--- config.mk ---
export PLATFORM = sky130hd
export DESIGN_NAME = four_digit_7seg_scan_driver_flat
export DESIGN_NICKNAME = d
export VERILOG_FILES = /design/src/hdl/seg7_pkg.sv /design/src/hdl/seg7_if.sv /design/src/hdl/seg7_front.sv /design/src/hdl/seg7_queue.sv /design/src/hdl/seg7_back.sv /design/src/hdl/four_digit_7seg_scan_driver.sv /design/src/flat_wrapper.sv
export SDC_FILE = /design/constraint.sdc
export NUM_CORES = 1
export LEC_CHECK = 0
export BUFFER_PORTS_ARGS = -buffer_cell sky130_fd_sc_hd__buf_2
export CAP_MARGIN = 0
export CORE_MARGIN = 2
export CORE_UTILIZATION = 55
export DETAILED_ROUTE_END_ITERATION = 16
export PLACE_DENSITY = 0.84
export SLEW_MARGIN = 20
export SYNTH_ARGS = -nofsm -noshare
export SYNTH_HDL_FRONTEND = slang
export SYNTH_SLANG_ARGS = --single-unit
--- constraint.sdc ---
create_clock -name clk -period 10.4 [get_ports clk]
set_input_delay 0.52 -clock clk [delete_from_list [all_inputs] [get_ports clk]]
set_output_delay 0.52 -clock clk [all_outputs]
set_load 0.05 [all_outputs]
--- src/hdl/seg7_pkg.sv ---
// Shared types, constants and lookup functions for the seven-segment scan driver.
package seg7_pkg;

  localparam int DIGIT_COUNT = 4;
  localparam int DIGIT_W     = 4;
  localparam int IDX_W       = 2;
  localparam int OP_W        = 2;
  localparam int VALUE_W     = 16;
  localparam int RAW_W       = 8;
  localparam int CODE_W      = 8;

  localparam int QUEUE_DEPTH_DEF = 2;

  localparam logic [CODE_W-1:0] SEL_FIRST = 8'h80;
  localparam logic [CODE_W-1:0] DOT_CODE  = 8'h01;
  localparam logic [IDX_W-1:0]  DOT_INDEX = 2'd2;
  localparam logic [IDX_W-1:0]  LAST_IDX  = IDX_W'(DIGIT_COUNT - 1);

  localparam logic [DIGIT_W-1:0] MAX_DIGIT = 4'd9;

  // Reciprocal constants: x/1000 = (x*67109)>>26 for 16-bit x,
  // x/100 = (x*41)>>12 for x < 1000, x/10 = (x*103)>>10 for x < 100.
  localparam logic [16:0] RECIP_1000 = 17'd67109;
  localparam int          SHIFT_1000 = 26;
  localparam logic [5:0]  RECIP_100  = 6'd41;
  localparam int          SHIFT_100  = 12;
  localparam logic [6:0]  RECIP_10   = 7'd103;
  localparam int          SHIFT_10   = 10;

  typedef enum logic [OP_W-1:0] {
    OP_SET_VALUE  = 2'd0,
    OP_SET_DIGITS = 2'd1,
    OP_SCAN       = 2'd2,
    OP_NONE       = 2'd3
  } op_t;

  typedef enum logic {
    CMD_LOAD = 1'b0,
    CMD_SCAN = 1'b1
  } cmd_kind_t;

  typedef logic [DIGIT_COUNT-1:0][DIGIT_W-1:0] digits_t;

  typedef struct packed {
    cmd_kind_t kind;
    digits_t   digits;
  } seg7_cmd_t;

  function automatic logic [DIGIT_W-1:0] clamp9(input logic [RAW_W-1:0] raw);
    logic [DIGIT_W-1:0] res;
    if (raw > RAW_W'(MAX_DIGIT)) begin
      res = MAX_DIGIT;
    end else begin
      res = raw[DIGIT_W-1:0];
    end
    return res;
  endfunction

  // Segments a..g in bits 7..1, bit 0 is the decimal point.
  function automatic logic [CODE_W-1:0] seg_of(input logic [DIGIT_W-1:0] digit);
    logic [CODE_W-1:0] res;
    case (digit)
      4'd0:    res = 8'hFC;
      4'd1:    res = 8'h60;
      4'd2:    res = 8'hDA;
      4'd3:    res = 8'hF2;
      4'd4:    res = 8'h66;
      4'd5:    res = 8'hB6;
      4'd6:    res = 8'hBE;
      4'd7:    res = 8'hE0;
      4'd8:    res = 8'hFE;
      4'd9:    res = 8'hF6;
      default: res = 8'h00;
    endcase
    return res;
  endfunction

endpackage

--- src/hdl/seg7_if.sv ---
// Valid/ready channel interfaces for the input items and the scan results.
interface seg7_in_if;
  logic                         valid;
  logic                         ready;
  logic [seg7_pkg::OP_W-1:0]    op;
  logic [seg7_pkg::VALUE_W-1:0] value_tenths;
  logic [seg7_pkg::RAW_W-1:0]   digit_a;
  logic [seg7_pkg::RAW_W-1:0]   digit_b;
  logic [seg7_pkg::RAW_W-1:0]   digit_c;
  logic [seg7_pkg::RAW_W-1:0]   digit_d;

  modport source (output valid, op, value_tenths, digit_a, digit_b, digit_c, digit_d,
                  input ready);
  modport sink (input valid, op, value_tenths, digit_a, digit_b, digit_c, digit_d,
                output ready);
endinterface

interface seg7_out_if;
  logic                        valid;
  logic                        ready;
  logic [seg7_pkg::CODE_W-1:0] select_code;
  logic [seg7_pkg::CODE_W-1:0] segment_code;
  logic [seg7_pkg::IDX_W-1:0]  shown_index;

  modport source (output valid, select_code, segment_code, shown_index, input ready);
  modport sink (input valid, select_code, segment_code, shown_index, output ready);
endinterface

--- src/hdl/seg7_front.sv ---
// Front end: accepts beats, drops unused ops, splits values into decimal digits.
module seg7_front (
  input  logic                clk,
  input  logic                rst_n,
  seg7_in_if.sink             in_ch,
  output logic                push_valid,
  input  logic                push_ready,
  output seg7_pkg::seg7_cmd_t push_cmd
);
  import seg7_pkg::*;

  logic adv;
  logic take;

  // stage 1: thousands quotient
  logic               s1_valid_r, s1_valid_nxt;
  logic               s1_is_val_r;
  cmd_kind_t          s1_kind_r;
  logic [VALUE_W-1:0] s1_v_r;
  logic [6:0]         s1_q_r;
  digits_t            s1_dig_r;
  logic [32:0]        q_prod;

  // stage 2: remainder below 1000
  logic          s2_valid_r;
  logic          s2_is_val_r;
  cmd_kind_t     s2_kind_r;
  logic [9:0]    s2_rest_r;
  digits_t       s2_dig_r, s2_dig_nxt;
  logic [16:0]   rest_full;

  // stage 3: remainder below 100
  logic          s3_valid_r;
  logic          s3_is_val_r;
  cmd_kind_t     s3_kind_r;
  logic [6:0]    s3_r2_r;
  digits_t       s3_dig_r, s3_dig_nxt;
  logic [15:0]   h_prod;
  logic [9:0]    r2_full;

  logic [13:0]   t_prod;
  logic [6:0]    u_full;
  logic [DIGIT_W-1:0] tens;

  // The whole pipe moves together; it holds only when the last stage can't push.
  assign adv         = !s3_valid_r || push_ready;
  assign in_ch.ready = adv;
  assign take        = in_ch.valid && adv && (in_ch.op != OP_NONE);
  assign s1_valid_nxt = take;

  assign q_prod = 33'(in_ch.value_tenths) * 33'(RECIP_1000);

  always_comb begin
    rest_full  = {1'b0, s1_v_r} - (17'(s1_q_r) * 17'(1000));
    s2_dig_nxt = s1_dig_r;
    if (s1_is_val_r) begin
      s2_dig_nxt[0] = (s1_q_r > 7'(MAX_DIGIT)) ? MAX_DIGIT : s1_q_r[DIGIT_W-1:0];
    end
  end

  always_comb begin
    h_prod     = 16'(s2_rest_r) * 16'(RECIP_100);
    s3_dig_nxt = s2_dig_r;
    if (s2_is_val_r) begin
      s3_dig_nxt[1] = h_prod[SHIFT_100 +: DIGIT_W];
    end
    r2_full = s2_rest_r - (10'(h_prod[SHIFT_100 +: DIGIT_W]) * 10'(100));
  end

  always_comb begin
    t_prod          = 14'(s3_r2_r) * 14'(RECIP_10);
    tens            = t_prod[SHIFT_10 +: DIGIT_W];
    u_full          = s3_r2_r - (7'(tens) * 7'(10));
    push_cmd.kind   = s3_kind_r;
    push_cmd.digits = s3_dig_r;
    if (s3_is_val_r) begin
      push_cmd.digits[2] = tens;
      push_cmd.digits[3] = u_full[DIGIT_W-1:0];
    end
  end

  assign push_valid = s3_valid_r;

  always_ff @(posedge clk) begin
    if (!rst_n) begin
      s1_valid_r <= 1'b0;
      s2_valid_r <= 1'b0;
      s3_valid_r <= 1'b0;
    end else if (adv) begin
      s1_valid_r <= s1_valid_nxt;
      s2_valid_r <= s1_valid_r;
      s3_valid_r <= s2_valid_r;
    end
  end

  always_ff @(posedge clk) begin
    if (adv) begin
      s1_is_val_r <= (in_ch.op == OP_SET_VALUE);
      s1_kind_r   <= (in_ch.op == OP_SCAN) ? CMD_SCAN : CMD_LOAD;
      s1_v_r      <= in_ch.value_tenths;
      s1_q_r      <= q_prod[SHIFT_1000 +: 7];
      s1_dig_r[0] <= clamp9(in_ch.digit_a);
      s1_dig_r[1] <= clamp9(in_ch.digit_b);
      s1_dig_r[2] <= clamp9(in_ch.digit_c);
      s1_dig_r[3] <= clamp9(in_ch.digit_d);

      s2_is_val_r <= s1_is_val_r;
      s2_kind_r   <= s1_kind_r;
      s2_rest_r   <= rest_full[9:0];
      s2_dig_r    <= s2_dig_nxt;

      s3_is_val_r <= s2_is_val_r;
      s3_kind_r   <= s2_kind_r;
      s3_r2_r     <= r2_full[6:0];
      s3_dig_r    <= s3_dig_nxt;
    end
  end

endmodule

--- src/hdl/seg7_queue.sv ---
// Short command queue between the front end and the scan back end.
module seg7_queue #(
  parameter int DEPTH = seg7_pkg::QUEUE_DEPTH_DEF
) (
  input  logic                clk,
  input  logic                rst_n,
  input  logic                push_valid,
  output logic                push_ready,
  input  seg7_pkg::seg7_cmd_t push_cmd,
  output logic                pop_valid,
  input  logic                pop_ready,
  output seg7_pkg::seg7_cmd_t pop_cmd
);
  import seg7_pkg::*;

  localparam int PTR_W = (DEPTH > 1) ? $clog2(DEPTH) : 1;
  localparam int CNT_W = $clog2(DEPTH + 1);

  seg7_cmd_t        mem_r [DEPTH];
  logic [PTR_W-1:0] wr_ptr_r, wr_ptr_nxt;
  logic [PTR_W-1:0] rd_ptr_r, rd_ptr_nxt;
  logic [CNT_W-1:0] count_r, count_nxt;
  logic             do_push, do_pop;

  assign push_ready = (count_r != CNT_W'(DEPTH));
  assign pop_valid  = (count_r != '0);
  assign pop_cmd    = mem_r[rd_ptr_r];
  assign do_push    = push_valid && push_ready;
  assign do_pop     = pop_valid && pop_ready;

  always_comb begin
    wr_ptr_nxt = wr_ptr_r;
    rd_ptr_nxt = rd_ptr_r;
    count_nxt  = count_r;
    if (do_push) begin
      wr_ptr_nxt = (wr_ptr_r == PTR_W'(DEPTH - 1)) ? '0 : wr_ptr_r + 1'b1;
    end
    if (do_pop) begin
      rd_ptr_nxt = (rd_ptr_r == PTR_W'(DEPTH - 1)) ? '0 : rd_ptr_r + 1'b1;
    end
    if (do_push && !do_pop) begin
      count_nxt = count_r + 1'b1;
    end else if (do_pop && !do_push) begin
      count_nxt = count_r - 1'b1;
    end
  end

  always_ff @(posedge clk) begin
    if (!rst_n) begin
      wr_ptr_r <= '0;
      rd_ptr_r <= '0;
      count_r  <= '0;
    end else begin
      wr_ptr_r <= wr_ptr_nxt;
      rd_ptr_r <= rd_ptr_nxt;
      count_r  <= count_nxt;
    end
  end

  always_ff @(posedge clk) begin
    if (do_push) begin
      mem_r[wr_ptr_r] <= push_cmd;
    end
  end

`ifndef SYNTHESIS
  a_count_bound: assert property (@(posedge clk) disable iff (!rst_n)
    count_r <= CNT_W'(DEPTH))
    else $error("queue count above depth");

  a_count_up: assert property (@(posedge clk) disable iff (!rst_n)
    (do_push && !do_pop) |=> count_r == $past(count_r) + 1'b1)
    else $error("queue count missed a push");

  a_ptr_gap: assert property (@(posedge clk) disable iff (!rst_n)
    (count_r == '0) |-> (wr_ptr_r == rd_ptr_r))
    else $error("empty queue with pointer gap");
`endif

endmodule

--- src/hdl/seg7_back.sv ---
// Back end: holds the digits and scan index, produces one result beat per scan tick.
module seg7_back (
  input  logic                clk,
  input  logic                rst_n,
  input  logic                pop_valid,
  output logic                pop_ready,
  input  seg7_pkg::seg7_cmd_t pop_cmd,
  seg7_out_if.source          out_ch
);
  import seg7_pkg::*;

  digits_t            digits_r, digits_nxt;
  logic [IDX_W-1:0]   scan_index_r, scan_index_nxt;
  logic               out_valid_r, out_valid_nxt;
  logic [CODE_W-1:0]  sel_r, sel_nxt;
  logic [CODE_W-1:0]  seg_r, seg_nxt;
  logic [IDX_W-1:0]   shown_r, shown_nxt;
  logic               out_free;
  logic               do_pop, do_scan;

  // Loads never wait; a scan waits only for room in the output register.
  assign out_free  = !out_valid_r || out_ch.ready;
  assign pop_ready = (pop_cmd.kind == CMD_LOAD) || out_free;
  assign do_pop    = pop_valid && pop_ready;
  assign do_scan   = do_pop && (pop_cmd.kind == CMD_SCAN);

  always_comb begin
    digits_nxt     = digits_r;
    scan_index_nxt = scan_index_r;
    out_valid_nxt  = out_valid_r && !out_ch.ready;
    sel_nxt        = sel_r;
    seg_nxt        = seg_r;
    shown_nxt      = shown_r;
    if (do_pop && (pop_cmd.kind == CMD_LOAD)) begin
      digits_nxt = pop_cmd.digits;
    end
    if (do_scan) begin
      out_valid_nxt  = 1'b1;
      sel_nxt        = SEL_FIRST >> scan_index_r;
      seg_nxt        = seg_of(digits_r[scan_index_r]);
      if (scan_index_r == DOT_INDEX) begin
        seg_nxt = seg_nxt | DOT_CODE;
      end
      shown_nxt      = scan_index_r;
      scan_index_nxt = (scan_index_r == LAST_IDX) ? '0 : scan_index_r + 1'b1;
    end
  end

  always_ff @(posedge clk) begin
    if (!rst_n) begin
      digits_r     <= '0;
      scan_index_r <= '0;
      out_valid_r  <= 1'b0;
    end else begin
      digits_r     <= digits_nxt;
      scan_index_r <= scan_index_nxt;
      out_valid_r  <= out_valid_nxt;
    end
  end

  always_ff @(posedge clk) begin
    sel_r   <= sel_nxt;
    seg_r   <= seg_nxt;
    shown_r <= shown_nxt;
  end

  assign out_ch.valid        = out_valid_r;
  assign out_ch.select_code  = sel_r;
  assign out_ch.segment_code = seg_r;
  assign out_ch.shown_index  = shown_r;

`ifndef SYNTHESIS
  a_sel_matches_index: assert property (@(posedge clk) disable iff (!rst_n)
    out_valid_r |-> (sel_r == (SEL_FIRST >> shown_r)))
    else $error("select code does not match shown index");

  a_dot_only_third: assert property (@(posedge clk) disable iff (!rst_n)
    out_valid_r |-> (seg_r[0] == (shown_r == DOT_INDEX)))
    else $error("decimal point on wrong digit");

  a_scan_advance: assert property (@(posedge clk) disable iff (!rst_n)
    do_scan |=> (shown_r == $past(scan_index_r)) &&
                (scan_index_r == (($past(scan_index_r) == LAST_IDX) ?
                                  '0 : $past(scan_index_r) + 1'b1)))
    else $error("scan index did not advance with the tick");
`endif

endmodule

--- src/hdl/four_digit_7seg_scan_driver.sv ---
// Top level of the four-digit multiplexed seven-segment scan driver.
//
// in_ch is a valid/ready channel of commands: op 0 loads a value given in
// tenths (split into thousands, hundreds, tens and units, thousands capped
// at 9), op 1 loads four raw digits clamped to 9, op 2 is a scan tick, op 3
// is taken and ignored. out_ch carries one beat per scan tick: the one-hot
// digit select, the segment pattern (decimal point on the third digit) and
// the index lit; the index then wraps after the fourth digit.
// A beat is accepted on every cycle while nothing stalls. The front end is a
// three-stage constant-divide pipeline; commands then pass a short queue to
// the back end, where each scan result is registered before it leaves on out_ch.
// Loads and ticks take effect strictly in arrival order.
// Reset clears the digits to zero, the scan index to zero and all pipeline,
// queue and output valid state. When out_ch stalls, the result stays in the
// output register, queued loads drain until the next tick reaches the back
// end, and in_ch backs off once the queue is full and the last front stage
// holds a command.
module four_digit_7seg_scan_driver #(
  parameter int QUEUE_DEPTH = seg7_pkg::QUEUE_DEPTH_DEF
) (
  input  logic       clk,
  input  logic       rst_n,
  seg7_in_if.sink    in_ch,
  seg7_out_if.source out_ch
);
  import seg7_pkg::*;

  logic      push_valid, push_ready;
  logic      pop_valid, pop_ready;
  seg7_cmd_t push_cmd, pop_cmd;

  seg7_front u_front (
    .clk        (clk),
    .rst_n      (rst_n),
    .in_ch      (in_ch),
    .push_valid (push_valid),
    .push_ready (push_ready),
    .push_cmd   (push_cmd)
  );

  seg7_queue #(
    .DEPTH (QUEUE_DEPTH)
  ) u_queue (
    .clk        (clk),
    .rst_n      (rst_n),
    .push_valid (push_valid),
    .push_ready (push_ready),
    .push_cmd   (push_cmd),
    .pop_valid  (pop_valid),
    .pop_ready  (pop_ready),
    .pop_cmd    (pop_cmd)
  );

  seg7_back u_back (
    .clk       (clk),
    .rst_n     (rst_n),
    .pop_valid (pop_valid),
    .pop_ready (pop_ready),
    .pop_cmd   (pop_cmd),
    .out_ch    (out_ch)
  );

endmodule
--- src/flat_wrapper.sv ---
// flat-port wrapper written by rule: the top's interface ports become plain ports
module four_digit_7seg_scan_driver_flat import seg7_pkg::*;
#(
  parameter int QUEUE_DEPTH = seg7_pkg::QUEUE_DEPTH_DEF
)
  (clk, rst_n, in_ch_valid, in_ch_op, in_ch_value_tenths, in_ch_digit_a, in_ch_digit_b, in_ch_digit_c, in_ch_digit_d, in_ch_ready, out_ch_valid, out_ch_select_code, out_ch_segment_code, out_ch_shown_index, out_ch_ready);
  seg7_in_if in_ch_i ();
  seg7_out_if out_ch_i ();
  input  logic clk;
  input  logic rst_n;
  input wire logic [$bits(in_ch_i.valid)-1:0] in_ch_valid;
  input wire logic [$bits(in_ch_i.op)-1:0] in_ch_op;
  input wire logic [$bits(in_ch_i.value_tenths)-1:0] in_ch_value_tenths;
  input wire logic [$bits(in_ch_i.digit_a)-1:0] in_ch_digit_a;
  input wire logic [$bits(in_ch_i.digit_b)-1:0] in_ch_digit_b;
  input wire logic [$bits(in_ch_i.digit_c)-1:0] in_ch_digit_c;
  input wire logic [$bits(in_ch_i.digit_d)-1:0] in_ch_digit_d;
  output wire logic [$bits(in_ch_i.ready)-1:0] in_ch_ready;
  output wire logic [$bits(out_ch_i.valid)-1:0] out_ch_valid;
  output wire logic [$bits(out_ch_i.select_code)-1:0] out_ch_select_code;
  output wire logic [$bits(out_ch_i.segment_code)-1:0] out_ch_segment_code;
  output wire logic [$bits(out_ch_i.shown_index)-1:0] out_ch_shown_index;
  input wire logic [$bits(out_ch_i.ready)-1:0] out_ch_ready;
  assign in_ch_i.valid = in_ch_valid;
  assign in_ch_i.op = in_ch_op;
  assign in_ch_i.value_tenths = in_ch_value_tenths;
  assign in_ch_i.digit_a = in_ch_digit_a;
  assign in_ch_i.digit_b = in_ch_digit_b;
  assign in_ch_i.digit_c = in_ch_digit_c;
  assign in_ch_i.digit_d = in_ch_digit_d;
  assign in_ch_ready = in_ch_i.ready;
  assign out_ch_valid = out_ch_i.valid;
  assign out_ch_select_code = out_ch_i.select_code;
  assign out_ch_segment_code = out_ch_i.segment_code;
  assign out_ch_shown_index = out_ch_i.shown_index;
  assign out_ch_i.ready = out_ch_ready;
  four_digit_7seg_scan_driver #(.QUEUE_DEPTH(QUEUE_DEPTH)) u_core (.clk(clk), .rst_n(rst_n), .in_ch(in_ch_i), .out_ch(out_ch_i));
endmodule
==> flow_summary.toml <==
[status]
status = "complete, no violations"

[grt]
grt_usage_pct = 19.8
antenna_found_initial = 0
grt_pass1_wl_mm = 34.5
grt_overflow = 0
grt_max_degree = 61
grt_pass1_vias = 7501

[synthesis]
synth_flop_cell = "edfxtp_1"
yosys_warnings = 0
synth_seq_area_share_pct = 39.8
yosysUniqueCellTypes = 56
synthCells = 949
async_reset_ff_share_pct = 0
ys_seq_elements = 163
ys_top_cells_by_area = "edfxtp_1, ha_1, fa_1"
netlist_area_mm2 = 0.0116
synth_top_cell_by_area = "edfxtp_1"
yosysTopAreaCellShare_pct = 35.2
synth-edff-count = 136
syn_avg_cell_area_um2 = 12.2

[drt]
vias = 7110
drtAntennaViolNets = 0
drcViolationCount = 0
dr.first_iter.drc_count = 280
firstDrtPassIters = 4
vias_per_cell = 5.42
wl_mm = 21.1
routedWlPerCell_um = 16.1

[timing]
finalHoldViolations = 0
slew_viol_final = 0
max_slew_margin_pct = 31.8
rsz0062_at_grt = "no"
timing.final.crit_share_pct = 48.9
tns_ps = 0
period_needed_ps = 5080
finalClockSkew_ps = 9.33
worst_slew_pin_slew_ps = 1020
setup_violations = 0
timing.fmax_mhz = 197

[finish]
nNetsFinal = 1366
drive_above_1_share_pct = 11.8
n_antenna_cell = 0
syn_to_final_growth_pct = 10.4

[place]
placement.io_buffers = 69
dp_hpwl_mm = 16.2
routabilityCongestion = 0.857

[die]
ioPinCount = 74
design.die.area_mm2 = 0.0223
coreArea_mm2 = 0.0209
initial_core_util_pct = 55.6
rows = 53
die_x_um = 149
die_h_um = 149

[cts]
cts_setup_buffers = 0
htreeDepth = 4
cts_resized = 0
numCtsBuffers = 17
cts.clk_slew.worst_paths_ps = 60
cts_tree = "done"
cts_num_sinks = 163
clock_latency_ps = 430
hold_buffers = 0
clockBufferDepth = 2
clockRootBuffer = "clkbuf_16"

[critical_path]
crit_type = "flip-flop to flip-flop"
cp-end-kind = "flip-flop"
arrival_ps = 5230
path_max_fanout = 5
required_ps = 10540
worst_r2r_path_depth = 17
start_kind = "flip-flop"

[hold_path]
hp-class = "primary input to flip-flop"
holdPathStages = 2

[flow_run]
cap_violations = 0
-- final cells by class --
class	count	area (um^2)
fillers	1548	8070
multi-input cells	631	6390
flip-flops and latches	163	4620
inverters	138	518
clock buffers	19	433
repair buffers	74	383
well taps	275	344
clock inverters	13	126
-- stage by stage --
stage | util, % | instance area (um^2) | hold slack (ps) | setup WS [ps] | instances
floorplan | - | 11600 | 400 | 5670 | 952
global route | 61.4 | 12800 | 357 | 5060 | 1313
CTS | 61.4 | 12800 | 330 | 5300 | 1313
global placement | 58.7 | 12300 | 401 | 5370 | 1281
detailed placement | 58.7 | 12300 | 405 | 5250 | 1281
finish | 61.4 | 12800 | 348 | 5320 | 1313
-- routing by layer --
layer,share of wire (%),global-route usage [%]
met1,40,21.8
met2,55,38.2
met3,3.1,3.24
met4,2.2,7.14
met5,0,0
-- critical path: stages (launching register included) --
cell	delay, ps
edfxtp_1	530
ha_1	340
inv_1	70
fa_1	560
fa_1	450
ha_1	310
ha_1	310
nand4_1	110
a21oi_1	80
o41a_1	440
a31oi_1	290
ha_1	210
inv_1	50
fa_1	370
xor2_1	180
xnor2_1	220
xnor2_1	170
a21oi_1	120
-- kinds of logic (layout without fill, tap and decap cells) --
kind of cell             after synthesis  count (layout)  share of synthesized area, %
buffers and inverters                158             244                          5.26
adder cells (fa/ha/maj)              287             287                          34.5
XOR/XNOR                              33              33                          2.49
AND/OR/NAND/NOR                      135             135                          6.04
other                                  1               4                        0.0323
flip-flops                           163             163                          39.8
multiplexers                          38              38                          3.83
AO/OA/AOI/OAI                        134             134                          8.03
-- cell usage after synthesis (6+ instances only) --
cell type,count
nand2b_1,7
edfxtp_1,136
nand3b_1,6
inv_1,138
xnor2_1,23
ha_1,232
a21o_1,22
o211a_1,17
nand4_1,9
mux2_2,7
nor2b_1,14
mux2i_1,26
nand2_1,27
dfxtp_1,27
clkbuf_1,13
a21oi_1,33
fa_1,55
nor2_1,34
and2_1,14
xor2_1,10
and3_1,6
o21ai_0,31
-- path summary, 6_finish.rpt --
path	start	to	slack, ps
max	u_core.u_front.s3_r2_r[6]$_DFFE_PN_	u_core.u_queue.mem_r[0][15]$_DFFE_PP_	5320
min	in_ch_digit_a[0]	u_core.u_front.s1_dig_r[0]$_SDFFCE_PN1N_	350
max reg2reg	u_core.u_front.s3_r2_r[6]$_DFFE_PN_	u_core.u_queue.mem_r[0][15]$_DFFE_PP_	5320
min reg2reg	u_core.u_front.s1_v_r[0]$_DFFE_PN_	u_core.u_front.s2_rest_r[0]$_DFFE_PN_	420
-- cells in the final DEF, fill, tap and decap left out, types with 9 or more instances in the layout --
cell type and instances:
edfxtp_1 136, xnor2_1 23, inv_1 138, buf_2 69, a21oi_1 33, fa_1 55
clkbuf_16 17, o211a_1 17, nand4_1 9, nand2_1 27, a21o_1 22, ha_1 232
mux2i_1 26, dfxtp_1 27, nor2_1 34, xor2_1 10, nor2b_1 13, and2_1 14
o21ai_0 31
-- sequential cells by signal, summed over array words and instances, names as in the netlist, 8 cells and up, named ones only --
name / flops
u_core.u_front.s2_rest_r: 10
u_core.u_front.push_cmd: 8
u_core.u_queue.mem_r: 34
u_core.u_front.s1_v_r: 10
u_core.u_front.s1_dig_r: 16
u_core.u_back.out_ch.segment_code: 8
u_core.u_front.s2_dig_r: 16
u_core.u_back.digits_r: 16
u_core.u_front.s3_dig_r: 8
Power is not shown: default switching activity piles up to over one toggle a cycle in this logic, so the estimate is an artifact.
